**src/design/rce_pkg.sv**
```systemverilog
// ----------------------------------------------------------------------------
// rce_pkg: shared types and constants for the range contraction encoder.
// Holds the width codes, the controller state type and the command and
// status groups that pass between the controller and the datapath.
// ----------------------------------------------------------------------------
package rce_pkg;

	// Element width codes, shared by the input register and the result.
	localparam logic [1:0] W8  = 2'd0;
	localparam logic [1:0] W16 = 2'd1;
	localparam logic [1:0] W32 = 2'd2;
	localparam logic [1:0] W64 = 2'd3;

	// Register map: word index of the element width register.
	localparam logic REG_ELEMENT_WIDTH = 1'b0;

	// Controller states.
	typedef enum logic [1:0] {
		ST_LOAD,
		ST_CALC,
		ST_EMIT
	} rce_state_t;

	// Commands from the controller to the datapath.
	typedef struct packed {
		logic store;     // Accept one element into the block.
		logic calc;      // Work out range, width and offset; start a new block.
		logic rd_issue;  // Read the next stored element.
		logic out_load;  // Move the read element into the output register.
	} rce_cmd_t;

	// Status from the datapath to the controller.
	typedef struct packed {
		logic rd_done;   // Every stored element has been read.
		logic rd_last;   // The element in the read register is the last one.
	} rce_status_t;

	// Mask that keeps the bits of one width code.
	function automatic logic [63:0] width_mask(input logic [1:0] code);
		logic [63:0] m;
		case (code)
			W8:      m = 64'h0000_0000_0000_00FF;
			W16:     m = 64'h0000_0000_0000_FFFF;
			W32:     m = 64'h0000_0000_FFFF_FFFF;
			default: m = 64'hFFFF_FFFF_FFFF_FFFF;
		endcase
		return m;
	endfunction

endpackage

```
**src/design/rce_ctrl.sv**
```systemverilog
// ----------------------------------------------------------------------------
// rce_ctrl: controller of the range contraction encoder.
// Sequences loading, the range calculation and the emission of one block,
// and owns the read and output register valid flags.
// ----------------------------------------------------------------------------
module rce_ctrl import rce_pkg::*; (
	input  logic        clk,
	input  logic        arst_n,
	input  logic        in_valid,
	input  logic        block_end,
	output logic        in_ready,
	input  logic        out_ready,
	output logic        out_valid,
	input  rce_status_t status,
	output rce_cmd_t    cmd
);

	rce_state_t state_q, state_d;
	logic       rd_pend_q, rd_pend_d;
	logic       out_valid_q, out_valid_d;

	// State and flag registers.
	always_ff @(posedge clk or negedge arst_n) begin
		if (!arst_n) begin
			state_q     <= ST_LOAD;
			rd_pend_q   <= 1'b0;
			out_valid_q <= 1'b0;
		end else begin
			state_q     <= state_d;
			rd_pend_q   <= rd_pend_d;
			out_valid_q <= out_valid_d;
		end
	end

	// Next state and commands.
	always_comb begin
		state_d      = state_q;
		in_ready     = 1'b0;
		cmd          = '0;
		unique case (state_q)
			ST_LOAD: begin
				in_ready  = 1'b1;
				cmd.store = in_valid;
				if (in_valid && block_end) begin
					state_d = ST_CALC;
				end
			end
			ST_CALC: begin
				cmd.calc = 1'b1;
				state_d  = ST_EMIT;
			end
			ST_EMIT: begin
				// The output register takes the read data when it is free or
				// its result transfers in this cycle.
				cmd.out_load = rd_pend_q && (!out_valid_q || out_ready);
				cmd.rd_issue = !status.rd_done && (!rd_pend_q || cmd.out_load);
				if (cmd.out_load && status.rd_last) begin
					state_d = ST_LOAD;
				end
			end
			default: begin
				state_d = ST_LOAD;
			end
		endcase
	end

	// Valid flags of the read register and the output register.
	always_comb begin
		rd_pend_d   = cmd.rd_issue || (rd_pend_q && !cmd.out_load);
		out_valid_d = cmd.out_load || (out_valid_q && !out_ready);
	end

	assign out_valid = out_valid_q;

endmodule

```
**src/design/rce_datapath.sv**
```systemverilog
// ----------------------------------------------------------------------------
// rce_datapath: datapath of the range contraction encoder.
// Element memory, running minimum and maximum, width selection and the
// output register that carries one result.
// ----------------------------------------------------------------------------
module rce_datapath import rce_pkg::*; #(
	parameter int BLOCK_DEPTH = 64
) (
	input  logic        clk,
	input  logic        arst_n,
	input  rce_cmd_t    cmd,
	output rce_status_t status,
	input  logic [1:0]  element_width,
	input  logic [63:0] sample_value,
	output logic [63:0] packed_value,
	output logic [1:0]  new_width,
	output logic [63:0] block_minimum,
	output logic [63:0] block_maximum,
	output logic        final_result
);

	localparam int AW = (BLOCK_DEPTH > 1) ? $clog2(BLOCK_DEPTH) : 1;
	localparam int CW = $clog2(BLOCK_DEPTH + 1);
	localparam logic [CW-1:0] DEPTH_C = CW'(BLOCK_DEPTH);

	logic [63:0]   mem [BLOCK_DEPTH];
	logic [CW-1:0] count_q;
	logic [63:0]   min_q, max_q;
	logic [CW-1:0] n_q, rd_idx_q;
	logic [63:0]   rdata_q;
	logic          rd_last_q;
	logic [1:0]    nw_q;
	logic          contract_q;
	logic [63:0]   mn_q, mx_q;
	logic [63:0]   masked;
	logic          has_room;
	logic [63:0]   range;
	logic [1:0]    pick;

	assign masked   = sample_value & width_mask(element_width);
	assign has_room = count_q < DEPTH_C;

	// Element memory: one write port while loading, one read port while emitting.
	always_ff @(posedge clk) begin
		if (cmd.store && has_room) begin
			mem[count_q[AW-1:0]] <= masked;
		end
		if (cmd.rd_issue) begin
			rdata_q <= mem[rd_idx_q[AW-1:0]];
		end
	end

	// Narrowest width below the input width that holds the range, else the input width.
	always_comb begin
		range = max_q - min_q;
		if (element_width != W8 && range <= 64'h0000_0000_0000_00FF) begin
			pick = W8;
		end else if ((element_width == W32 || element_width == W64)
				&& range <= 64'h0000_0000_0000_FFFF) begin
			pick = W16;
		end else if (element_width == W64 && range <= 64'h0000_0000_FFFF_FFFF) begin
			pick = W32;
		end else begin
			pick = element_width;
		end
	end

	// Block accumulation, width decision and read sequencing.
	always_ff @(posedge clk or negedge arst_n) begin
		if (!arst_n) begin
			count_q    <= '0;
			min_q      <= '0;
			max_q      <= '0;
			n_q        <= '0;
			rd_idx_q   <= '0;
			rd_last_q  <= 1'b0;
			nw_q       <= W64;
			contract_q <= 1'b0;
			mn_q       <= '0;
			mx_q       <= '0;
		end else begin
			if (cmd.store && has_room) begin
				count_q <= count_q + CW'(1);
				if (count_q == '0) begin
					min_q <= masked;
					max_q <= masked;
				end else begin
					if (masked < min_q) min_q <= masked;
					if (masked > max_q) max_q <= masked;
				end
			end
			if (cmd.calc) begin
				n_q      <= count_q;
				rd_idx_q <= '0;
				count_q  <= '0;
				min_q    <= '0;
				max_q    <= '0;
				if (element_width == W8) begin
					// Eight-bit input passes unchanged with a fixed full range.
					nw_q       <= W8;
					contract_q <= 1'b0;
					mn_q       <= '0;
					mx_q       <= 64'd255;
				end else begin
					nw_q       <= pick;
					contract_q <= pick != element_width;
					mn_q       <= min_q;
					mx_q       <= max_q;
				end
			end
			if (cmd.rd_issue) begin
				rd_idx_q  <= rd_idx_q + CW'(1);
				rd_last_q <= (rd_idx_q + CW'(1)) == n_q;
			end
		end
	end

	// Output register: one result waiting for its transfer.
	always_ff @(posedge clk) begin
		if (cmd.out_load) begin
			packed_value  <= contract_q ? ((rdata_q - mn_q) & width_mask(nw_q)) : rdata_q;
			new_width     <= nw_q;
			block_minimum <= mn_q;
			block_maximum <= mx_q;
			final_result  <= rd_last_q;
		end
	end

	assign status.rd_done = rd_idx_q == n_q;
	assign status.rd_last = rd_last_q;

endmodule

```
**src/design/range_contraction_encoder_core.sv**
```systemverilog
// ----------------------------------------------------------------------------
// range_contraction_encoder_core: frame-of-reference block encoder.
// Loads a block of elements, then emits each one offset by the block minimum
// at the narrowest smaller width that holds the block range, else unchanged.
//
//   channel  handshake              payload
//   input    in_valid / in_ready    sample_value, block_end
//   output   out_valid / out_ready  packed_value, new_width, block_minimum,
//                                   block_maximum, final_result
//   config   APB psel / penable     paddr, pwdata, prdata (element_width)
//
// One element is taken per cycle while loading. The element ending a block
// is followed by the range calculation state; the first result then passes
// the read and output registers, and more follow one per cycle unless stalled.
// The single read port of the element memory sets the emission rate.
// No input is taken while a block is emitted; the last result may still wait
// in the output register while the next block loads. Output stalls hold the
// emission. Reset returns to loading with an empty block and width code 3.
// ----------------------------------------------------------------------------
module range_contraction_encoder_core import rce_pkg::*; #(
	parameter int BLOCK_DEPTH = 64
) (
	input  logic        clk,
	input  logic        arst_n,
	input  logic        in_valid,
	output logic        in_ready,
	input  logic [63:0] sample_value,
	input  logic        block_end,
	output logic        out_valid,
	input  logic        out_ready,
	output logic [63:0] packed_value,
	output logic [1:0]  new_width,
	output logic [63:0] block_minimum,
	output logic [63:0] block_maximum,
	output logic        final_result,
	input  logic        psel,
	input  logic        penable,
	input  logic        pwrite,
	input  logic [2:0]  paddr,
	input  logic [31:0] pwdata,
	output logic [31:0] prdata,
	output logic        pready
);

	rce_cmd_t    cmd;
	rce_status_t status;
	logic [1:0]  element_width_q;

	// Configuration register write on the access cycle of an APB transfer.
	always_ff @(posedge clk or negedge arst_n) begin
		if (!arst_n) begin
			element_width_q <= W64;
		end else if (psel && penable && pwrite && paddr[2] == REG_ELEMENT_WIDTH) begin
			element_width_q <= pwdata[1:0];
		end
	end

	// Register read-back.
	always_comb begin
		prdata = '0;
		if (paddr[2] == REG_ELEMENT_WIDTH) begin
			prdata = {30'd0, element_width_q};
		end
	end

	assign pready = 1'b1;

	rce_ctrl u_ctrl (
		.clk       (clk),
		.arst_n    (arst_n),
		.in_valid  (in_valid),
		.block_end (block_end),
		.in_ready  (in_ready),
		.out_ready (out_ready),
		.out_valid (out_valid),
		.status    (status),
		.cmd       (cmd)
	);

	rce_datapath #(
		.BLOCK_DEPTH (BLOCK_DEPTH)
	) u_datapath (
		.clk           (clk),
		.arst_n        (arst_n),
		.cmd           (cmd),
		.status        (status),
		.element_width (element_width_q),
		.sample_value  (sample_value),
		.packed_value  (packed_value),
		.new_width     (new_width),
		.block_minimum (block_minimum),
		.block_maximum (block_maximum),
		.final_result  (final_result)
	);

endmodule

```
**config.mk**
```make
export PLATFORM = sky130hd
export DESIGN_NAME = range_contraction_encoder_core
export DESIGN_NICKNAME = d
export VERILOG_FILES = /design/src/design/rce_pkg.sv /design/src/design/rce_ctrl.sv /design/src/design/rce_datapath.sv /design/src/design/range_contraction_encoder_core.sv
export SDC_FILE = /design/constraint.sdc
export NUM_CORES = 2
export LEC_CHECK = 0
export ABC_AREA = 0
export BUFFER_PORTS_ARGS = -buffer_cell sky130_fd_sc_hd__buf_2
export CAP_MARGIN = 20
export CORE_ASPECT_RATIO = 0.9
export CORE_UTILIZATION = 45
export CTS_CLUSTER_SIZE = 25
export DETAILED_ROUTE_END_ITERATION = 12
export PLACE_DENSITY = 0.64
export RECOVER_POWER = 25
export SKIP_LAST_GASP = 1
export SLEW_MARGIN = 20
export SYNTH_ARGS = -nofsm -noshare
export SYNTH_HDL_FRONTEND = slang
export SYNTH_SLANG_ARGS = --single-unit
```
**constraint.sdc**
```tcl
create_clock -name clk -period 18.9 [get_ports clk]
set_input_delay 0 -clock clk [delete_from_list [all_inputs] [get_ports clk]]
set_output_delay 0 -clock clk [all_outputs]
set_load 0.02 [all_outputs]
```
==> qor.yml <==
failed_checks: "capacitance limit, slew limit"
worstPathArrival_ns: 7.44
yosysUniqueCellTypes: 93
syn_area_um2: 186000
place.gp.congestion: 1.00
crit_fanout: 73
rows: 223
drv_slew: 2324
grt_max_degree: 142
p_total_uw: 32200
ys_seq_area_frac: 0.743
drc: 0
clock-sinks: 4642
cts_buffers: 453
hold_viol: 0
antenna_found_initial: 46
rsz0062_at_grt: "false"
startpoint: "arst_n"
fillers: 31900
routed_wirelength_um: 527000
peakVddDrop_v: 0.000124
final_common_cell: "edfxtp_1"
die_x_um: 679
multi_input_area_um2: 45300
max-cap-violations: 36
area_delta_synth_final_pct: 13.1
io_buffers: 273
tns_ns: 0
dieArea_um2: 415000
track_usage: 0.251
hp-start: "out_ready"
outcome: "finished with violations"
ys_ff_latch: 4642
wl_per_cell_um: 34.3
grt_first_pass_wirelength_um: 734000
place_inst: 14400
p_leak_uw: 0.0683
final_nets: 9961
tightest_slew_ns: 5.18
core_area_um2: 410000
hold_slack_ns: 0.300
power_density_nw_per_um2: 153
dr_total_vias: 96900
ctsResizeCount: 0
clkTransAtPathRegs_ns: 0.06
drt.antenna.violating_nets: 0
clock_latency_ns: 1.00
drtIter0Drc: 13700
async_flop_share: 0.0618
die_h_um: 611
setup_viol: 0
firstDrtPassIters: 8
grt_pass1_vias: 95000
cp-end-kind: "async pin"
synth-edff-count: 4355
synthCells: 8904
clock_skew_ns: 0.0648
initial_core_util: 0.453
post-route-period-util: 0.405
crit_type: "in2async"
fin_cells: 15400
min_path_type: "in2reg"
synth_flop_cell: "edfxtp_1"
cts_tree: "built"
syn_avg_cell_area_um2: 20.8
register_area_um2: 138000
synth_warnings: 0
crit-reg2reg-launch: "element_width_q[1]"
pin_count: 337
fin_crit_ns: 7.65
required_ns: 18.69
fmax_mhz: 131
cts_root_buf: "clkbuf_16"
drt-vias-per-instance: 6.30
mostFrequentLayoutCells: "4,355 x edfxtp_1, 1,344 x mux4_2, 461 x clkbuf_16"
slew_headroom: -2.45
drive_above_1_share: 0.241
cts_htree_levels: 5
overflow: 0
clock_path_buffers: 4
dp_hpwl_um: 303000
startpoint_type: "primary input"
## cells in the mapped netlist, drive strengths merged, types with 26 or more instances
master	count	area (um2)
inv	299	1120
mux4	1344	30300
nand2	277	1040
a21oi	172	865
nand2b	28	175
o31ai	75	568
o21ai	234	1170
xnor2	63	552
nand3	167	836
ha	256	3200
edfxtp	4355	131000
o22ai	67	419
dfrtp	283	7080
a22o	30	263
xor2	45	394
buf	157	727
nor2b	26	163
nor2	161	604
nand4	66	419
a21o	111	833
nor3	33	165
clkbuf	322	1210
## sequential cells by signal (all words and copies together) (netlist names), 7 cells and up
register	count
u_datapath.count_q	7
u_datapath.max_q	64
u_datapath.n_q	7
u_datapath.mem	4096
u_datapath.mx_q	64
u_datapath.min_q	64
u_datapath.packed_value	64
u_datapath.mn_q	64
u_datapath.rd_idx_q	7
u_datapath.block_maximum	64
u_datapath.block_minimum	64
u_datapath.rdata_q	64
## stage by stage
step                      area (um2)  utilization  setup WS (ns)
after CTS                     210000        0.513          12.48
final                         210000        0.512          11.25
after global routing          210000        0.512          10.06
after global placement        195000        0.475          12.49
after floorplan               186000            -           9.68
after detailed placement      195000        0.475          12.51
## critical path, stage by stage
cell	delay, ns
dlygate4sd3_1	0.52
dlygate4sd3_1	0.54
clkbuf_1	0.57
clkbuf_1	2.99
clkbuf_1	2.67
## cells by family after synthesis
| logic type | count (synthesis) | synth area share |
|---|---|---|
| buffers and inverters | 779 | 0.0165 |
| multiplexers | 1363 | 0.164 |
| AO/OA/AOI/OAI | 893 | 0.0314 |
| flip-flops | 4642 | 0.743 |
| AND/OR/NAND/NOR | 859 | 0.0221 |
| other | 2 | 0.0000405 |
| adder cells (fa/ha/maj) | 258 | 0.0175 |
| XOR/XNOR | 108 | 0.00510 |
## path summary, 6_finish.rpt
kind                                                endpoint  slack [ns]  depth (start not counted)
worst max-delay path                  u_datapath.rd_idx_q[4]       11.25                          5
worst min-delay path                        u_ctrl.out_valid        0.30                          5
worst max register to register          u_datapath.max_q[17]       11.33                         18
worst min register to register  u_datapath.block_minimum[18]        0.44                          0
max in group clk                        u_datapath.max_q[17]       11.33                         18
min in group asynchronous               u_datapath.min_q[44]        2.11                          4
## power breakdown
group / switching, uW / internal [uW] / total, uW
Clock: 3870 / 4800 / 8670
Combinational: 6340 / 4440 / 10800
Sequential: 491 / 12200 / 12700
## final cells by class
class,count,area share
timing repair buffer,687,0.0221
clock buffer,552,0.0566
tap,5400,0.0322
inverter,300,0.00539
antenna,25,0.000298
clock inverter,271,0.0106
sequential,4642,0.657
multi-input combinational,3512,0.216
## layer usage
| layer | routed length, um | share of wire | global-route usage | vias up |
|---|---|---|---|---|
| met2 | 250000 | 0.47 | 0.399 | 5437 |
| met3 | 55000 | 0.10 | 0.0515 | 776 |
| met1 | 208000 | 0.40 | 0.358 | 52300 |
| li1 | - | - | - | 38400 |
| met5 | 138 | 0.00026 | 0 | - |
| met4 | 14000 | 0.027 | 0.0621 | 20 |
## repair_timing
item	in CTS	in global routing
hold buffers	137	0
endpoints found under the hold margin	4431	0
buffers inserted	0	0
Power figures use the tool's default switching activity.
